## config.mk

```make
export PLATFORM = sky130hd
export DESIGN_NAME = ctn_cordic_cell
export DESIGN_NICKNAME = d
export VERILOG_FILES = /design/src/rtl/ctn_pkg.sv /design/src/rtl/ctn_cordic_cell.sv
export SDC_FILE = /design/constraint.sdc
export NUM_CORES = 1
export LEC_CHECK = 0
export BUFFER_PORTS_ARGS = -buffer_cell sky130_fd_sc_hd__clkbuf_2
export CORE_AREA = 2 2 394 396
export CTS_CLUSTER_DIAMETER = 50
export DETAILED_ROUTE_END_ITERATION = 7
export DIE_AREA = 0 0 396 398
export PLACE_DENSITY = 0.49
export SLEW_MARGIN = 40
export SYNTH_ARGS = -nofsm -noshare
export SYNTH_HDL_FRONTEND = slang
export SYNTH_SLANG_ARGS = --single-unit
export TNS_END_PERCENT = 30
```

## constraint.sdc

```tcl
create_clock -name clk -period 3.9 [get_ports clk]
set_input_delay 0.195 -clock clk [delete_from_list [all_inputs] [get_ports clk]]
set_output_delay 0.195 -clock clk [all_outputs]
set_load 0.03 [all_outputs]
```

## src/rtl/ctn_pkg.sv

```systemverilog
// Shared types, constants and lookup functions for the camera-to-NED transform.
// Used by every module of the block; depends on nothing.
package ctn_pkg;

    localparam int CW = 33;      // CORDIC x/y width, Q30
    localparam int ZW = 34;      // CORDIC angle accumulator width, Q30
    localparam int MAX_STEPS = 24;

    localparam logic signed [19:0] ANG_PI      = 20'sd205887;
    localparam logic signed [19:0] ANG_HALF_PI = 20'sd102944;
    localparam logic signed [CW-1:0] CORDIC_GAIN = 33'sd652032874;

    localparam logic signed [31:0] DEPTH_LO = 32'sd49152;
    localparam logic signed [31:0] DEPTH_HI = 32'sd311296;
    localparam logic [4:0] MAX_LEVEL = 5'd18;

    localparam logic [1:0] REG_OFFSET_X = 2'd0;
    localparam logic [1:0] REG_OFFSET_Y = 2'd1;
    localparam logic [1:0] REG_OFFSET_Z = 2'd2;

    localparam logic signed [31:0] OFFSET_X_RST = 32'sd45548;
    localparam logic signed [31:0] OFFSET_Y_RST = 32'sd0;
    localparam logic signed [31:0] OFFSET_Z_RST = 32'sd9830;

    // tan^2 of the band edges 7.2, 14.4, ... 36 degrees, Q24
    localparam logic [23:0] TAN2_Q24 [5] = '{24'd267749, 24'd1106018, 24'd2629981,
                                             24'd5070565, 24'd8856088};

    localparam logic [4:0] LEVEL_TABLE [5][16] = '{
        '{5'd1, 5'd1, 5'd1, 5'd2, 5'd3, 5'd4, 5'd5, 5'd6,
          5'd7, 5'd8, 5'd9, 5'd10, 5'd11, 5'd12, 5'd13, 5'd14},
        '{5'd1, 5'd1, 5'd2, 5'd3, 5'd4, 5'd5, 5'd6, 5'd7,
          5'd8, 5'd9, 5'd10, 5'd11, 5'd12, 5'd13, 5'd14, 5'd15},
        '{5'd2, 5'd2, 5'd3, 5'd4, 5'd5, 5'd6, 5'd7, 5'd8,
          5'd9, 5'd10, 5'd11, 5'd12, 5'd13, 5'd14, 5'd15, 5'd16},
        '{5'd4, 5'd4, 5'd4, 5'd5, 5'd6, 5'd7, 5'd8, 5'd9,
          5'd10, 5'd11, 5'd12, 5'd13, 5'd14, 5'd15, 5'd16, 5'd17},
        '{5'd6, 5'd6, 5'd6, 5'd6, 5'd7, 5'd8, 5'd9, 5'd10,
          5'd11, 5'd12, 5'd13, 5'd14, 5'd15, 5'd16, 5'd17, 5'd18}
    };

    typedef struct packed {
        logic signed [CW-1:0] x;
        logic signed [CW-1:0] y;
        logic signed [ZW-1:0] z;
        logic                 neg;
    } cordic_t;

    typedef struct packed {
        logic signed [32:0] bx;
        logic signed [32:0] by;
        logic signed [32:0] bz;
        logic signed [31:0] cx;
        logic signed [31:0] cy;
        logic signed [31:0] cz;
    } side_t;

    function automatic logic [31:0] atan_q30(input int i);
        logic [31:0] v;
        begin
            unique case (i)
                0:  v = 32'h3243F6A8;
                1:  v = 32'h1DAC6705;
                2:  v = 32'h0FADBAFC;
                3:  v = 32'h07F56EA6;
                4:  v = 32'h03FEAB76;
                5:  v = 32'h01FFD55B;
                6:  v = 32'h00FFFAAA;
                7:  v = 32'h007FFF55;
                8:  v = 32'h003FFFEA;
                9:  v = 32'h001FFFFD;
                10: v = 32'h000FFFFF;
                11: v = 32'h0007FFFF;
                12: v = 32'h0003FFFF;
                13: v = 32'h0001FFFF;
                14: v = 32'h0000FFFF;
                15: v = 32'h00007FFF;
                16: v = 32'h00003FFF;
                17: v = 32'h00001FFF;
                18: v = 32'h00000FFF;
                19: v = 32'h000007FF;
                20: v = 32'h000003FF;
                21: v = 32'h000001FF;
                22: v = 32'h000000FF;
                default: v = 32'h0000007F;
            endcase
            return v;
        end
    endfunction

    // Q30 x Q30 product, rounded to Q30
    function automatic logic signed [31:0] mul30(input logic signed [31:0] a,
                                                 input logic signed [31:0] b);
        logic signed [63:0] p;
        begin
            p = a * b + 64'sd536870912;
            return p[61:30];
        end
    endfunction

endpackage

```

## src/rtl/ctn_cordic_cell.sv

```systemverilog
// One CORDIC rotation step for the three Euler angles, plus the item's side data.
// Depends on ctn_pkg.
module ctn_cordic_cell import ctn_pkg::*; #(
    parameter int SHIFT = 0
) (
    input  logic              clk,
    input  logic              en,
    input  cordic_t [2:0]     cs_in,
    input  side_t             side_in,
    output cordic_t [2:0]     cs_out,
    output side_t             side_out
);

    localparam logic signed [ZW-1:0] ATAN = signed'({2'b00, atan_q30(SHIFT)});

    cordic_t [2:0] cs_reg, cs_next;
    side_t         side_reg;

    always_comb
    begin
        for (int a = 0; a < 3; a++)
        begin
            cs_next[a].neg = cs_in[a].neg;
            if (!cs_in[a].z[ZW-1])
            begin
                cs_next[a].x = cs_in[a].x - (cs_in[a].y >>> SHIFT);
                cs_next[a].y = cs_in[a].y + (cs_in[a].x >>> SHIFT);
                cs_next[a].z = cs_in[a].z - ATAN;
            end
            else
            begin
                cs_next[a].x = cs_in[a].x + (cs_in[a].y >>> SHIFT);
                cs_next[a].y = cs_in[a].y - (cs_in[a].x >>> SHIFT);
                cs_next[a].z = cs_in[a].z + ATAN;
            end
        end
    end

    always_ff @(posedge clk)
    begin
        if (en)
        begin
            cs_reg   <= cs_next;
            side_reg <= side_in;
        end
    end

    assign cs_out   = cs_reg;
    assign side_out = side_reg;

endmodule

```

==> flow_summary.rst, run 1 <==
.. list-table::
   :header-rows: 1

   * - Metric
     - Value
   * - Status
     - completed
   * - Dominant combinational cell family by area after synthesis
     - compound AO/OA/AOI/OAI gates
   * - Starting DRC count in detailed routing
     - approximately 2,400
   * - Overflow left after global routing
     - 0
   * - Hold slack final
     - 0.05815 ns
   * - Clock-pin slew of the registers on the worst-case setup and hold paths
     - 0.05 ns
   * - Worst-case vdd ir drop
     - 0.0003912 V
   * - Initial Utilization
     - 23.04%
   * - CTS tree
     - done
   * - Area of the core
     - 153,300 sq um
   * - Mux cell area share after synthesis
     - 1.109%
   * - Avg Cell Area, Syn
     - approximately 10 sq um
   * - Vias in the first global route
     - around 33,000
   * - Finish-stage setup viols
     - 0
   * - Most numerous cell types in the synthesized netlist
     - sky130_fd_sc_hd__edfxtp_1, sky130_fd_sc_hd__a21oi_1, sky130_fd_sc_hd__ha_1
   * - Cell type with the highest aggregate area in the netlist
     - sky130_fd_sc_hd__edfxtp_1
   * - Post-route ant nets
     - 0
   * - DR DRC count
     - 0
   * - Worst Path Max Fanout
     - 3
   * - Critical path required time
     - 4.33 ns
   * - Total wire length
     - 164,000 um
   * - Count of yosys warnings during synthesis
     - 0
   * - Fin crit share
     - 92.55%
   * - Number of clock sinks
     - 495
   * - Synthesized-area fraction occupied by ao, oa, aoi and oai cells
     - 20.29%
   * - Area enclosed by the die boundary
     - 157,600 sq um
   * - Simple-Gate Fraction of Synth Area
     - between 10 and 15%
   * - Number of buffers inserted to repair setup after CTS
     - 0
   * - Count of distinct cell types in the synthesized netlist
     - between 90 and 100
   * - RSZ-0062 raised after global routing
     - no
   * - Number of rows in the core area
     - 144
   * - Hold worst-path end
     - cs_out[5]
   * - Half-perimeter wire length of the detailed placement result
     - 134,200 um
   * - Port-buffer cells
     - 997
   * - 1st-pass router iterations
     - 6
   * - Post-synth EDFFs
     - 495
   * - Max Slew Vio Count
     - 0
   * - Maximum number of pins on one net before global-route repair
     - 83
   * - Worst setup EP type
     - flip-flop
   * - Leakage power total
     - 21.63 nW
   * - Placed Cells incl. Taps
     - 6,592
   * - Final TNS setup
     - 0 ns
   * - XOR/XNOR Fraction of Synth Area
     - ~6.7%
   * - Max-cap violations
     - 0
   * - Area delta synth->final
     - 37.77%
   * - Cell at the root of the clock tree
     - sky130_fd_sc_hd__clkbuf_16
   * - Vias per inst
     - 4.737
   * - Die height
     - 398 um
   * - Net count after synthesis
     - 4,467
   * - Flip-flop and latch count after synthesis
     - 495
   * - Number of buffers added by the clock tree synthesis step
     - 87
   * - Proportion of netlist area held by the largest area contributor
     - 42.08%
   * - Measured slew at the worst slew-check pin
     - 0.9270 ns
   * - Initial antenna violation count
     - 35
   * - Number of levels in the clock H-tree
     - 3
   * - Layout cell share with drive strength beyond 1
     - 26.23%
   * - Die X-Extent
     - 396 um
   * - Max clock buf depth
     - 3
   * - Most frequently used flop master after synthesis
     - sky130_fd_sc_hd__edfxtp_1
   * - WP data arrival
     - 4.04 ns
   * - Maximum frequency from static timing analysis
     - 0.2771 GHz
   * - Critical path class
     - in2reg
   * - Routability congestion estimate from global placement
     - 0.9476
   * - Adder-cell share of the synthesized area
     - 13.96%
   * - Hold Vio Cnt, Final
     - 0
   * - Post-cts gate resize count
     - 0
   * - Fraction of the yosys area taken by sequential cells
     - about 42%
   * - Cell Area, Synth
     - 35,320 sq um
   * - Average routed wire per standard cell
     - 23.36 um
   * - Top cells by area, synth
     - sky130_fd_sc_hd__edfxtp_1, sky130_fd_sc_hd__ha_1, sky130_fd_sc_hd__a21oi_1, sky130_fd_sc_hd__xnor2_1, sky130_fd_sc_hd__inv_1
   * - Most instantiated library cell after synthesis
     - sky130_fd_sc_hd__edfxtp_1
   * - Pwr per Cell Area
     - between 400 and 500 nW/um^2
   * - Global-route wire length before repair
     - around 230,000 um
   * - Non-filler instance count after layout
     - 7,022
   * - Time the worst path needs with I/O delays and setup
     - 3.609 ns
   * - Nets@finish
     - 5,778
   * - Number of instances in the synthesized netlist
     - 3,580
   * - Hold path cells
     - 2
   * - Relative slew slack
     - 37.39%
   * - Overall routing resource usage
     - about a fifth
   * - I/O pins
     - 998
   * - Overall via count from detail_route
     - 33,260
   * - Worst Hold Class
     - in2reg
   * - FFs w/ async S/R, synth
     - 0%
   * - Nature of the critical path startpoint
     - input port
   * - Hold Path Origin
     - cs_in[5]
cells in the final DEF, fill, tap and decap left out, types with 14 or more instances in the layout:
| cell | Yosys | layout |
|---|---|---|
| sky130_fd_sc_hd__nor2_1 | 295 | 295 |
| sky130_fd_sc_hd__nand2b_1 | 50 | 50 |
| sky130_fd_sc_hd__a211oi_1 | 39 | 39 |
| sky130_fd_sc_hd__or3_1 | 20 | 20 |
| sky130_fd_sc_hd__clkbuf_2 | 0 | 993 |
| sky130_fd_sc_hd__inv_1 | 305 | 304 |
| sky130_fd_sc_hd__o211ai_1 | 23 | 23 |
| sky130_fd_sc_hd__a21oi_1 | 408 | 408 |
| sky130_fd_sc_hd__buf_4 | 9 | 98 |
| sky130_fd_sc_hd__o21a_1 | 32 | 32 |
| sky130_fd_sc_hd__and3_1 | 15 | 15 |
| sky130_fd_sc_hd__clkbuf_16 | 0 | 87 |
| sky130_fd_sc_hd__nor2b_1 | 44 | 44 |
| sky130_fd_sc_hd__o21bai_1 | 63 | 63 |
| sky130_fd_sc_hd__mux2i_1 | 38 | 38 |
| sky130_fd_sc_hd__or2_2 | 14 | 14 |
| sky130_fd_sc_hd__nor4_1 | 17 | 17 |
| sky130_fd_sc_hd__o21ai_1 | 15 | 15 |
| sky130_fd_sc_hd__ha_1 | 375 | 375 |
| sky130_fd_sc_hd__o31a_1 | 14 | 14 |
| sky130_fd_sc_hd__nor3_1 | 51 | 51 |
| sky130_fd_sc_hd__clkinv_1 | 6 | 17 |
| sky130_fd_sc_hd__nand2_1 | 173 | 173 |
| sky130_fd_sc_hd__xnor2_1 | 220 | 220 |
| sky130_fd_sc_hd__o31ai_1 | 28 | 28 |
| sky130_fd_sc_hd__a21o_1 | 109 | 109 |
| sky130_fd_sc_hd__nand4_1 | 29 | 29 |
| sky130_fd_sc_hd__edfxtp_1 | 495 | 495 |
| sky130_fd_sc_hd__a31oi_1 | 41 | 41 |
| sky130_fd_sc_hd__dlygate4sd3_1 | 0 | 254 |
| sky130_fd_sc_hd__diode_2 | 0 | 18 |
| sky130_fd_sc_hd__o21ai_0 | 207 | 207 |
| sky130_fd_sc_hd__and2_1 | 16 | 16 |
| sky130_fd_sc_hd__nand3_1 | 57 | 57 |
| sky130_fd_sc_hd__xor2_1 | 49 | 49 |
repair_timing:
item                       CTS  global route
hold buffers               254             0
hold endpoints to repair   251             0
setup endpoints to repair    0             0
cell type report:
class                           instances  area [sq um]
Fill cell                           16038        104700
Multi-Input combinational cell       2635         18700
Sequential cell                       495         14860
Timing Repair Buffer                 1356          8431
Tap cell                             2044          2557
Clock buffer                           94          2203
Inverter                              316          1186
Clock inverter                         64         674.4
Antenna cell                           18         45.04
worst max-delay path, stage by stage:
cell and delay (ns):
sky130_fd_sc_hd__dlygate4sd3_1 0.53, sky130_fd_sc_hd__clkbuf_2 0.13, sky130_fd_sc_hd__ha_1 0.25, sky130_fd_sc_hd__fa_1 0.44
sky130_fd_sc_hd__nor2b_1 0.18, sky130_fd_sc_hd__o211ai_1 0.27, sky130_fd_sc_hd__a31oi_2 0.18, sky130_fd_sc_hd__o2111ai_1 0.45
sky130_fd_sc_hd__nand4b_1 0.25, sky130_fd_sc_hd__and3_1 0.21, sky130_fd_sc_hd__nor3_1 0.43, sky130_fd_sc_hd__a221oi_1 0.19
sky130_fd_sc_hd__a22oi_2 0.24, sky130_fd_sc_hd__xor2_1 0.08
layer usage:
metal	global-route usage, %	up-vias	part of all wire (%)
li1	-	15657	-
met2	33.00	1310	47
met4	8.854	16	4.0
met5	0	-	0.060
met3	5.056	234	7.6
met1	24.20	16043	41
state kept, by name, summed over array words and instances (netlist names):
signal	count
cs_out	300
side_out	195
cell families after synthesis:
| family | after synthesis |
|---|---|
| compound gates | 1127 |
| flops | 495 |
| fa+ha+maj | 387 |
| mux | 39 |
| simple gates | 813 |
| buf+inv | 450 |
| xor+xnor | 269 |
through the flow:
stage	power [mW]	worst slack (ns)	area (sq um)	utilization (%)
2_1_floorplan	11.19	0.2718	35320	-
3_3_place_gp	13.84	0.04403	43190	28.17
3_5_place_dp	13.82	0.1802	43200	28.17
4_1_cts	21.90	0.4376	48620	31.71
5_1_grt	22.63	0.1645	48650	31.73
6_report	21.66	0.2906	48660	31.74
worst max path at each step:
stage / start / endpoint / slack [ns] / cells past startpoint
6_report: cs_in[68] / cs_out[100] / 0.29 / 14
5_1_grt: cs_in[68] / cs_out[67] / 0.16 / 14
4_1_cts: cs_in[68] / cs_out[100] / 0.44 / 14
3_5_place_dp: cs_in[36] / cs_out[66] / 0.18 / 14
3_3_place_gp: cs_in[36] / cs_out[66] / 0.04 / 14
2_1_floorplan: cs_in[236] / cs_out[236] / 0.27 / 14
where the power goes:
part	leakage [nW]	internal (mW)	switching [mW]
Combinational	15.4	2.27	4.65
Clock	1.38	4.57	3.09
Sequential	4.84	6.78	0.291
Power figures use the tool's default switching activity.
==> run 2, diff against run 1 <==
==> constraint.sdc (replaced) <==
create_clock -name clk -period 3.5 [get_ports clk]
set_input_delay 0.175 -clock clk [delete_from_list [all_inputs] [get_ports clk]]
set_output_delay 0.175 -clock clk [all_outputs]
set_load 0.03 [all_outputs]
==> run 2 against run 1 <==
Die area stayed put; hold slack better by 0.011 ns; sequential share of layout area is 0.72 points lower.
==> flow_summary.rst, run 2 (synthesis results as in run 1) <==
.. list-table::
   :header-rows: 1

   * - Metric
     - Value
   * - Number of buffers inserted to repair setup after CTS
     - 0
   * - Initial Utilization
     - 23.04%
   * - Vias per inst
     - 4.702
   * - Initial antenna violation count
     - 40
   * - Hold path cells
     - 3
   * - Net switching power
     - 8.913 mW
   * - Finished Cell Area
     - 49,840 sq um
   * - Max clock buf depth
     - 3
   * - Max Slew Vio Count
     - 0
   * - Met1 capacity usage during global routing
     - 24.31%
   * - Busiest grt layer
     - met2
   * - Hold Path Origin
     - cs_in[25]
   * - Time the worst path needs with I/O delays and setup
     - 3.437 ns
   * - Area of the core
     - 153,300 sq um
   * - Proportion of power drawn by the clock network
     - approximately 34%
   * - Commonest cells after routing, fill and taps aside
     - sky130_fd_sc_hd__clkbuf_2, sky130_fd_sc_hd__edfxtp_1, sky130_fd_sc_hd__a21oi_1
   * - Area enclosed by the die boundary
     - roughly 160,000 sq um
   * - Total wire length
     - 163,900 um
   * - Hold Vio Cnt, Final
     - 0
   * - Half-perimeter wire length of the detailed placement result
     - 135,300 um
   * - Status
     - completed
   * - Most frequent standard cell in the layout excluding fill and tap cells
     - sky130_fd_sc_hd__clkbuf_2
   * - Number of buffers added by the clock tree synthesis step
     - between 80 and 90
   * - Pwr per Cell Area
     - 482.3 nW/um^2
   * - Number of clock sinks
     - 495
   * - Maximum number of pins on one net before global-route repair
     - 80
   * - Worst setup EP type
     - flip-flop
   * - I/O pins
     - 998
   * - Post-route ant nets
     - 0
   * - Nets@finish
     - roughly 5,900
   * - Port-buffer cells
     - 997
   * - Hold worst-path end
     - cs_out[25]
   * - Vias in the first global route
     - 33,643
   * - Final TNS setup
     - 0 ns
   * - Met3 Resource Use GR
     - ~5%
   * - Starting DRC count in detailed routing
     - 2,310
   * - Global-route wire length before repair
     - 232,400 um
   * - Die height
     - 398 um
   * - Routability congestion estimate from global placement
     - 0.9631
   * - Number of rows in the core area
     - 144
   * - Area delta synth->final
     - 41.10%
   * - Relative slew slack
     - 44.11%
   * - RSZ-0062 raised after global routing
     - yes
   * - Die X-Extent
     - 396 um
   * - Worst Hold Class
     - in2reg
   * - Overall via count from detail_route
     - 33,738
   * - Critical path class
     - in2reg
   * - Part of the power in combinational logic
     - 33.1%
   * - Max FFs per register
     - 300
   * - 1st-pass router iterations
     - 6
   * - CTS tree
     - done
   * - Finish-stage setup viols
     - 0
   * - Number of levels in the clock H-tree
     - 3
   * - Measured slew at the worst slew-check pin
     - 0.8383 ns
   * - Leakage power total
     - roughly 22 nW
   * - Fin crit share
     - between 90 and 100%
   * - DR DRC count
     - 0
   * - Part of the total power dissipated in sequential elements
     - 32.8%
   * - Worst Path Max Fanout
     - 3
   * - Clock-pin slew of the registers on the worst-case setup and hold paths
     - 0.05 ns
   * - Overflow left after global routing
     - 0
   * - WP data arrival
     - 3.88 ns
   * - Overall routing resource usage
     - 19.94%
   * - Cell at the root of the clock tree
     - sky130_fd_sc_hd__clkbuf_16
   * - Nature of the critical path startpoint
     - input port
   * - Worst-case vdd ir drop
     - 0.0003286 V
   * - Max-cap violations
     - 0
   * - Instance area after placement
     - 44,260 sq um
   * - Maximum frequency from static timing analysis
     - ~0.29 GHz
   * - Cell internal pwr
     - 15.12 mW
   * - Average routed wire per standard cell
     - 22.84 um
   * - Met2 Track Usage GR
     - 33.61%
   * - Critical path required time
     - 3.94 ns
   * - Layout cell share with drive strength beyond 1
     - about 28%
   * - Switching share of total power
     - between 30% and 40%
==> run 2: layout make-up <==
type                            instances  area [sq um]
Clock inverter                         59         675.6
Antenna cell                           20         50.05
Sequential cell                       495         14860
Fill cell                           15925        103500
Inverter                              316          1186
Clock buffer                           92          2090
Timing Repair Buffer                 1514          9687
Multi-Input combinational cell       2635         18730
Tap cell                             2044          2557
==> run 2: worst max-delay path by stage <==
stage / cells after the start / from / endpoint / slack, ns
after floorplan: 15 / cs_in[135] / cs_out[133] / -0.09
after CTS: 12 / cs_in[206] / cs_out[226] / 0.13
after global placement: 13 / cs_in[243] / cs_out[268] / -0.26
after detailed placement: 15 / cs_in[41] / cs_out[66] / -0.22
after global routing: 12 / cs_in[206] / cs_out[226] / -0.003
final: 15 / cs_in[169] / cs_out[195] / 0.06
==> run 2: per-layer routing <==
layer / up-vias / part of all wire (%)
li1: 15968 / -
met1: 16324 / 41
met2: 1200 / 48
met3: 228 / 7.6
met4: 18 / 3.5
met5: - / 0.076
==> run 2: power groups by stage <==
stage	logic [mW]	clock network [mW]	registers [mW]
2_1_floorplan	3.01	0	9.46
3_3_place_gp	7.66	0	8.01
3_5_place_dp	7.63	0	8.00
4_1_cts	7.97	8.42	7.90
5_1_grt	8.53	8.64	7.95
6_report	7.96	8.18	7.89
==> run 2: what timing repair did <==
action                                 in CTS  in global routing
hold buffers                              272                  0
setup endpoints to repair                   0                  5
resized for setup                           0                  4
endpoints found under the hold margin     271                  0
==> run 2: stage by stage <==
stage / worst slack (ns) / util [%] / instances / power [mW] / hold WS, ns
floorplan: -0.09047 / - / 3580 / 12.47 / 0.2739
global placement: -0.2583 / 28.87 / 6732 / 15.67 / 0.3515
detailed placement: -0.2154 / 28.87 / 6732 / 15.63 / 0.3536
CTS: 0.1253 / 32.45 / 7155 / 24.30 / 0.0001781
global route: -0.003383 / 32.49 / 7164 / 25.12 / 0.06467
finish: 0.06333 / 32.50 / 7175 / 24.03 / 0.06958
==> run 2: critical path: stages <==
cell and delay, ns:
sky130_fd_sc_hd__dlygate4sd3_1 0.61, sky130_fd_sc_hd__clkbuf_2 0.16, sky130_fd_sc_hd__inv_1 0.04, sky130_fd_sc_hd__ha_1 0.23, sky130_fd_sc_hd__fa_1 0.41, sky130_fd_sc_hd__o21ai_0 0.20
sky130_fd_sc_hd__buf_4 0.15, sky130_fd_sc_hd__a221oi_1 0.10, sky130_fd_sc_hd__a221o_1 0.39, sky130_fd_sc_hd__o211a_1 0.29, sky130_fd_sc_hd__nor2_1 0.38, sky130_fd_sc_hd__a31oi_1 0.23
sky130_fd_sc_hd__o21bai_1 0.21, sky130_fd_sc_hd__mux2i_1 0.13, sky130_fd_sc_hd__xnor2_1 0.17
